### src/hdl/mlfqs_pkg.sv
// ----------------------------------------------------------------------------
// mlfqs_pkg
// Shared constants, types and fixed-point helpers for the scheduler block.
// ----------------------------------------------------------------------------
package mlfqs_pkg;

    localparam int MAX_THREADS      = 64;
    localparam int IDX_W            = 6;
    localparam int FRACTION_BITS    = 14;
    localparam int TICKS_PER_SECOND = 100;
    localparam int PRIORITY_HIGHEST = 63;
    localparam int PRIORITY_LOWEST  = 0;
    localparam int PRIORITY_PERIOD  = 4;
    localparam int LOAD_NUM         = 59;
    localparam int LOAD_DEN         = 60;
    localparam int DIV_W            = 40;
    localparam int CNT_W            = $clog2(DIV_W + 1);
    localparam int PROD_W           = 66;

    // x / d for 32-bit x as (x * ceil(2^37 / d)) >> 37
    localparam int RECIP_SHIFT = 37;
    localparam int QUO_W       = 64 - RECIP_SHIFT;
    localparam logic [31:0] TPS_RECIP =
        32'(((64'd1 << RECIP_SHIFT) + 64'(TICKS_PER_SECOND) - 64'd1) / 64'(TICKS_PER_SECOND));
    localparam logic [31:0] DEN_RECIP =
        32'(((64'd1 << RECIP_SHIFT) + 64'(LOAD_DEN) - 64'd1) / 64'(LOAD_DEN));

    localparam logic signed [PROD_W-1:0] FP_ONE  = PROD_W'(1) <<< FRACTION_BITS;
    localparam logic signed [PROD_W-1:0] FP_HALF = FP_ONE >>> 1;

    typedef enum logic [1:0] {
        CMD_TICK   = 2'd0,
        CMD_NICE   = 2'd1,
        CMD_CREATE = 2'd2,
        CMD_RETIRE = 2'd3
    } t_cmd;

    typedef enum logic [4:0] {
        S_IDLE, S_RD, S_EXE, S_PRA, S_PRB,
        S_MODT, S_MODQ, S_MODC, S_L1, S_L1R, S_L1Q, S_L2R, S_CD, S_CW,
        S_WA, S_WB, S_WC, S_CHKP, S_QA, S_QB,
        S_FRD, S_FM1, S_FM2, S_OUT
    } t_state;

    typedef struct packed {
        logic signed [5:0]  nice;
        logic signed [31:0] rc;
        logic        [5:0]  pri;
    } t_entry;

    typedef struct packed {
        logic             start;
        logic [DIV_W-1:0] dividend;
        logic [DIV_W-1:0] divisor;
    } t_div_req;

    typedef struct packed {
        logic             busy;
        logic [DIV_W-1:0] quo;
        logic [DIV_W-1:0] rem;
    } t_div_rsp;

    // nearest(x / F), ties away from zero
    function automatic logic signed [PROD_W-1:0] f_round(input logic signed [PROD_W-1:0] x);
        logic signed [PROD_W-1:0] t;
        if (x >= 0) begin
            f_round = (x + FP_HALF) >>> FRACTION_BITS;
        end else begin
            t = (-x + FP_HALF) >>> FRACTION_BITS;
            f_round = -t;
        end
    endfunction

    function automatic logic signed [31:0] f_sat32(input logic signed [PROD_W-1:0] x);
        if (x > PROD_W'(32'sh7fffffff))
            f_sat32 = 32'sh7fffffff;
        else if (x < -PROD_W'(33'sh080000000))
            f_sat32 = 32'sh80000000;
        else
            f_sat32 = x[31:0];
    endfunction

    function automatic logic [5:0] f_calc_pri(input logic signed [31:0] rc,
                                               input logic signed [5:0] nc);
        logic signed [31:0]       q;
        logic signed [PROD_W-1:0] p;
        q = (rc < 0) ? ((rc + 32'sd3) >>> 2) : (rc >>> 2);
        p = PROD_W'(PRIORITY_HIGHEST) - f_round(PROD_W'(q)) - (PROD_W'(nc) <<< 1);
        if (p < PROD_W'(PRIORITY_LOWEST))
            f_calc_pri = 6'(PRIORITY_LOWEST);
        else if (p > PROD_W'(PRIORITY_HIGHEST))
            f_calc_pri = 6'(PRIORITY_HIGHEST);
        else
            f_calc_pri = p[5:0];
    endfunction

endpackage

### src/hdl/mlfqs_div.sv
// ----------------------------------------------------------------------------
// mlfqs_div
// Unsigned restoring divider, one quotient bit per cycle.
// ----------------------------------------------------------------------------
module mlfqs_div (
    input  logic                i_clk,
    input  logic                i_rst_n,
    input  mlfqs_pkg::t_div_req i_req,
    output mlfqs_pkg::t_div_rsp o_rsp
);
    import mlfqs_pkg::*;

    logic [CNT_W-1:0] r_cnt;
    logic [DIV_W-1:0] r_quo, r_rem, r_div;
    logic [DIV_W:0]   rem_sh, diff;
    logic             ge;

    always_comb begin
        rem_sh = {r_rem, r_quo[DIV_W-1]};
        diff   = rem_sh - {1'b0, r_div};
        ge     = rem_sh >= {1'b0, r_div};
    end

    always_ff @(posedge i_clk) begin
        if (!i_rst_n) begin
            r_cnt <= '0;
        end else if (i_req.start) begin
            r_cnt <= CNT_W'(DIV_W);
        end else if (r_cnt != '0) begin
            r_cnt <= r_cnt - 1'b1;
        end
    end

    always_ff @(posedge i_clk) begin
        if (i_req.start) begin
            r_quo <= i_req.dividend;
            r_rem <= '0;
            r_div <= i_req.divisor;
        end else if (r_cnt != '0) begin
            r_quo <= {r_quo[DIV_W-2:0], ge};
            r_rem <= ge ? diff[DIV_W-1:0] : rem_sh[DIV_W-1:0];
        end
    end

    assign o_rsp.busy = (r_cnt != '0);
    assign o_rsp.quo  = r_quo;
    assign o_rsp.rem  = r_rem;

    a_start_busy: assert property (@(posedge i_clk) disable iff (!i_rst_n)
        i_req.start |=> o_rsp.busy)
        else $error("divider not busy after start");
    a_no_restart: assert property (@(posedge i_clk) disable iff (!i_rst_n)
        o_rsp.busy |-> !i_req.start)
        else $error("divider restarted while busy");
    a_rem_lt_div: assert property (@(posedge i_clk) disable iff (!i_rst_n)
        ($fell(o_rsp.busy) && r_div != '0) |-> (r_rem < r_div))
        else $error("remainder not below divisor");

endmodule

### config.mk
export PLATFORM = sky130hd
export DESIGN_NAME = mlfqs_div
export DESIGN_NICKNAME = d
export VERILOG_FILES = /design/src/hdl/mlfqs_pkg.sv /design/src/hdl/mlfqs_div.sv
export SDC_FILE = /design/constraint.sdc
export NUM_CORES = 1
export LEC_CHECK = 0
export BUFFER_PORTS_ARGS = -buffer_cell sky130_fd_sc_hd__clkbuf_2
export CAP_MARGIN = 20
export CORE_ASPECT_RATIO = 0.6
export CORE_MARGIN = 2
export CORE_UTILIZATION = 55
export DETAILED_ROUTE_END_ITERATION = 8
export PLACE_DENSITY = 0.87
export SLEW_MARGIN = 10
export SYNTH_ARGS = -nofsm -noshare
export SYNTH_HDL_FRONTEND = slang
export SYNTH_SLANG_ARGS = --single-unit
### constraint.sdc
create_clock -name i_clk -period 3.6 [get_ports i_clk]
set_clock_uncertainty 0.2 [all_clocks]
set_input_delay 1.08 -clock i_clk [delete_from_list [all_inputs] [get_ports i_clk]]
set_output_delay 1.08 -clock i_clk [all_outputs]
set_load 0.01 [all_outputs]
==> flow_summary.toml <==
[setup_path]
worst_r2r_startpoint = "r_div[10]"
crit_type = "reg2reg"
crit_arrival_ps = 3710
worst_ep_required_time_ps = 3750
critPathCaptureType = "flop"
rrSetupSlack_ps = 40
kind_of_launch_point_of_the_worst_setup_path = "flop"
crit_start = "r_div[10]"
crit_path_max_fo = 7

[clock_tree]
htree_num_levels = 4
cts.root.buffer_cell = "clkbuf_16"
clock_sink_count = 126
postCtsSetupRepairBufs = 0
clockBufferDepth = 2
path_clk_slew_ps = 60
tritoncts = "built"
clk_latency_ps = 420
tritoncts.num_buffers = 17

[sta]
maxClockFrequency_mhz = 281
slew_viol_final = 0
timing.final.crit_share = 0.989
finalCriticalPeriod_ps = 3560
min_hold_slack_ps = 314
setup-violations-final = 0
worst_slew_margin_rel = 0.482
worst_pin_slew_ps = 778
post-route-worst-setup-slack_ps = 40.9
final-hold-violation-count = 0

[final_layout]
fraction_of_the_core_area_covered_by_cells_at_the_end_of_the_flow = 0.702
number_of_nets_in_the_finished_design = 1052
final_cells = 1110
ff_latch_area_mm2 = 0.00332
mostFrequentLayoutCells = "clkbuf_2 (162), nand2_1 (97), edfxtp_1 (80)"
multi_input_area_mm2 = 0.00366
syn2layout_area_growth_pct = 23.6
n_antenna_cell = 0
drive_above_1_share = 0.298
layout.filler_cells = 935
layout_commonest_cell = "clkbuf_2"

[yosys]
mappedNetlistArea_mm2 = 0.00734
synth_top_family_by_area = "compound AO/OA/AOI/OAI gates"
primary_flip_flop_cell_chosen_by_synthesis_mapping = "edfxtp_1"
muxShareOfSynthArea = 0.0676
postSynthCellCount = 756
yosysWarnings = 0
syn-num-nets = 881
compound_gate_portion_of_the_synthesized_area = 0.170
seq_area_frac_synth = 0.453
synth-seq-cells = 126
number_of_flops_mapped_to_enable_cells_by_yosys = 80
synth_cell_types = 64
asyncSetResetFlopFracSynth = 0
synth_area_leader_cell = "edfxtp_1"
synth_top_area_share = 0.327
simple_gate_portion_of_the_synthesized_area = 0.148
synth-adder-area-share = 0.0726
synth_xor_area_frac = 0.0370
post_synth_main_area_contributors = "edfxtp_1 (33%), dfxtp_1 (13%), ha_1 (7.0%)"
avgSynthCellArea_um2 = 9.71

[floorplan]
floorplan.die_area_mm2 = 0.0143
initial_utilization = 0.568
ios = 164
die_w_um = 153
core_area_mm2 = 0.0129
die_height_um = 93.5
placement_rows = 32

[detailed_routing]
drt_wl_total_um = 20000
avgViaCountPerCell = 5.98
residual_drc = 0
via_count = 6639
drt-wirelength-per-cell_um = 18.1
detail-route-antenna-nets = 0
detail_route.iter0.violations = 891
firstDrtPassIters = 6

[placement]
port_buffers = 163
dp_hpwl_um = 14200
place_ws_ps = 164
numPlacedInstances = 1078
place.gp.congestion = 0.983

[run_status]
status = "finished, final reports clean"

[power_and_ir_drop]
switching_share_of_power = 0.405
comb_power_share = 0.469
netSwitchingPower_w = 0.00305
power.ir.vdd_worst_uv = 423
power_leakage_nw = 4.05
part_of_the_power_in_the_clock_network = 0.241
p_per_area_mw_per_mm2 = 830
cellInternalPower_w = 0.00448
power.sequential.fraction = 0.290

[global_route]
grt_first_pass_wirelength_um = 32000
grt_remaining_overflow = 0
globalRouteTotalUtil = 0.279
grt_pass1_vias = 6232
antenna_found_initial = 0
grt_max_degree = 76

[min_path]
min_from = "r_rem[23]"
timing.hold.worst.class = "reg2reg"

[job]
max_cap_viols = 0
stage by stage:
step                      instance area, um2  power (W)  setup TNS, ps
final                                   9070    0.00753              0
after global routing                    9070    0.00795          -32.8
after CTS                               9050    0.00742              0
after detailed placement                8440    0.00556              0
after global placement                  8440    0.00548              0
after floorplan                         7340    0.00445              0
synthesized netlist by cell type (all sizes together), types with 5 or more instances:
master / instances
dfxtp: 46
nand4: 14
mux2: 42
o31ai: 6
nor2: 62
a21oi: 52
inv: 59
o211ai: 8
clkbuf: 23
xor2: 13
a211oi: 5
o21a: 7
or3: 8
ha: 41
o21bai: 9
a311oi: 33
edfxtp: 80
o21ai: 29
xnor2: 18
nor3: 13
buf: 16
nand2: 98
nand3: 8
a21o: 10
logic make-up (layout without fill, tap and decap cells):
family                   after synthesis  after routing
AO/OA/AOI/OAI                        181            181
flip-flops                           126            126
XOR/XNOR                              31             31
AND/OR/NAND/NOR                      234            234
multiplexers                          44             44
buffers and inverters                 98            282
adder cells (fa/ha/maj)               42             42
power groups by stage:
stage / Clock (W) / Sequential [W] / Combinational (W)
floorplan: 0 / 0.00227 / 0.00217
global placement: 0 / 0.00217 / 0.00331
detailed placement: 0 / 0.00220 / 0.00336
CTS: 0.00182 / 0.00218 / 0.00342
global route: 0.00188 / 0.00222 / 0.00384
finish: 0.00181 / 0.00218 / 0.00354
state kept, by name (all words and copies together), names as in the netlist:
name   flops
r_cnt      6
r_div     40
r_quo     40
r_rem     40
path summary, 6_finish.rpt:
kind / endpoint / depth (start not counted)
hold / removal: r_rem[24] / 2
setup reg to reg: r_rem[38] / 11
hold reg to reg: r_rem[24] / 2
setup / recovery: r_rem[38] / 11
cell type report:
type / count / area share
Tap cell: 170 / 0.0234
Sequential cell: 126 / 0.366
Clock buffer: 20 / 0.0492
Multi-Input combinational cell: 532 / 0.404
Clock inverter: 12 / 0.0183
Timing Repair Buffer: 191 / 0.115
Inverter: 59 / 0.0244
critical path, cell delays in order (launching register included):
cell and delay [ps]:
edfxtp_1 330, inv_1 40, ha_1 410, nand4_1 200
or4_1 580, a211o_1 280, a31oi_1 340, o21ai_2 140
o311a_4 350, nand3b_4 170, mux2_4 300, a21oi_1 140
layer usage:
layer	vias to the layer above	track usage	part of all wire
met4	0	0.0772	0.016
li1	3096	-	-
met3	42	0.0579	0.094
met2	355	0.433	0.44
met1	3146	0.399	0.44
met5	-	0	0
timing repair:
| action | in CTS | in global routing |
|---|---|---|
| gates resized for setup | 0 | 6 |
| hold buffers | 0 | 0 |
| endpoints found under the setup margin | 0 | 18 |
No activity file was read; power rests on OpenSTA's default activity.
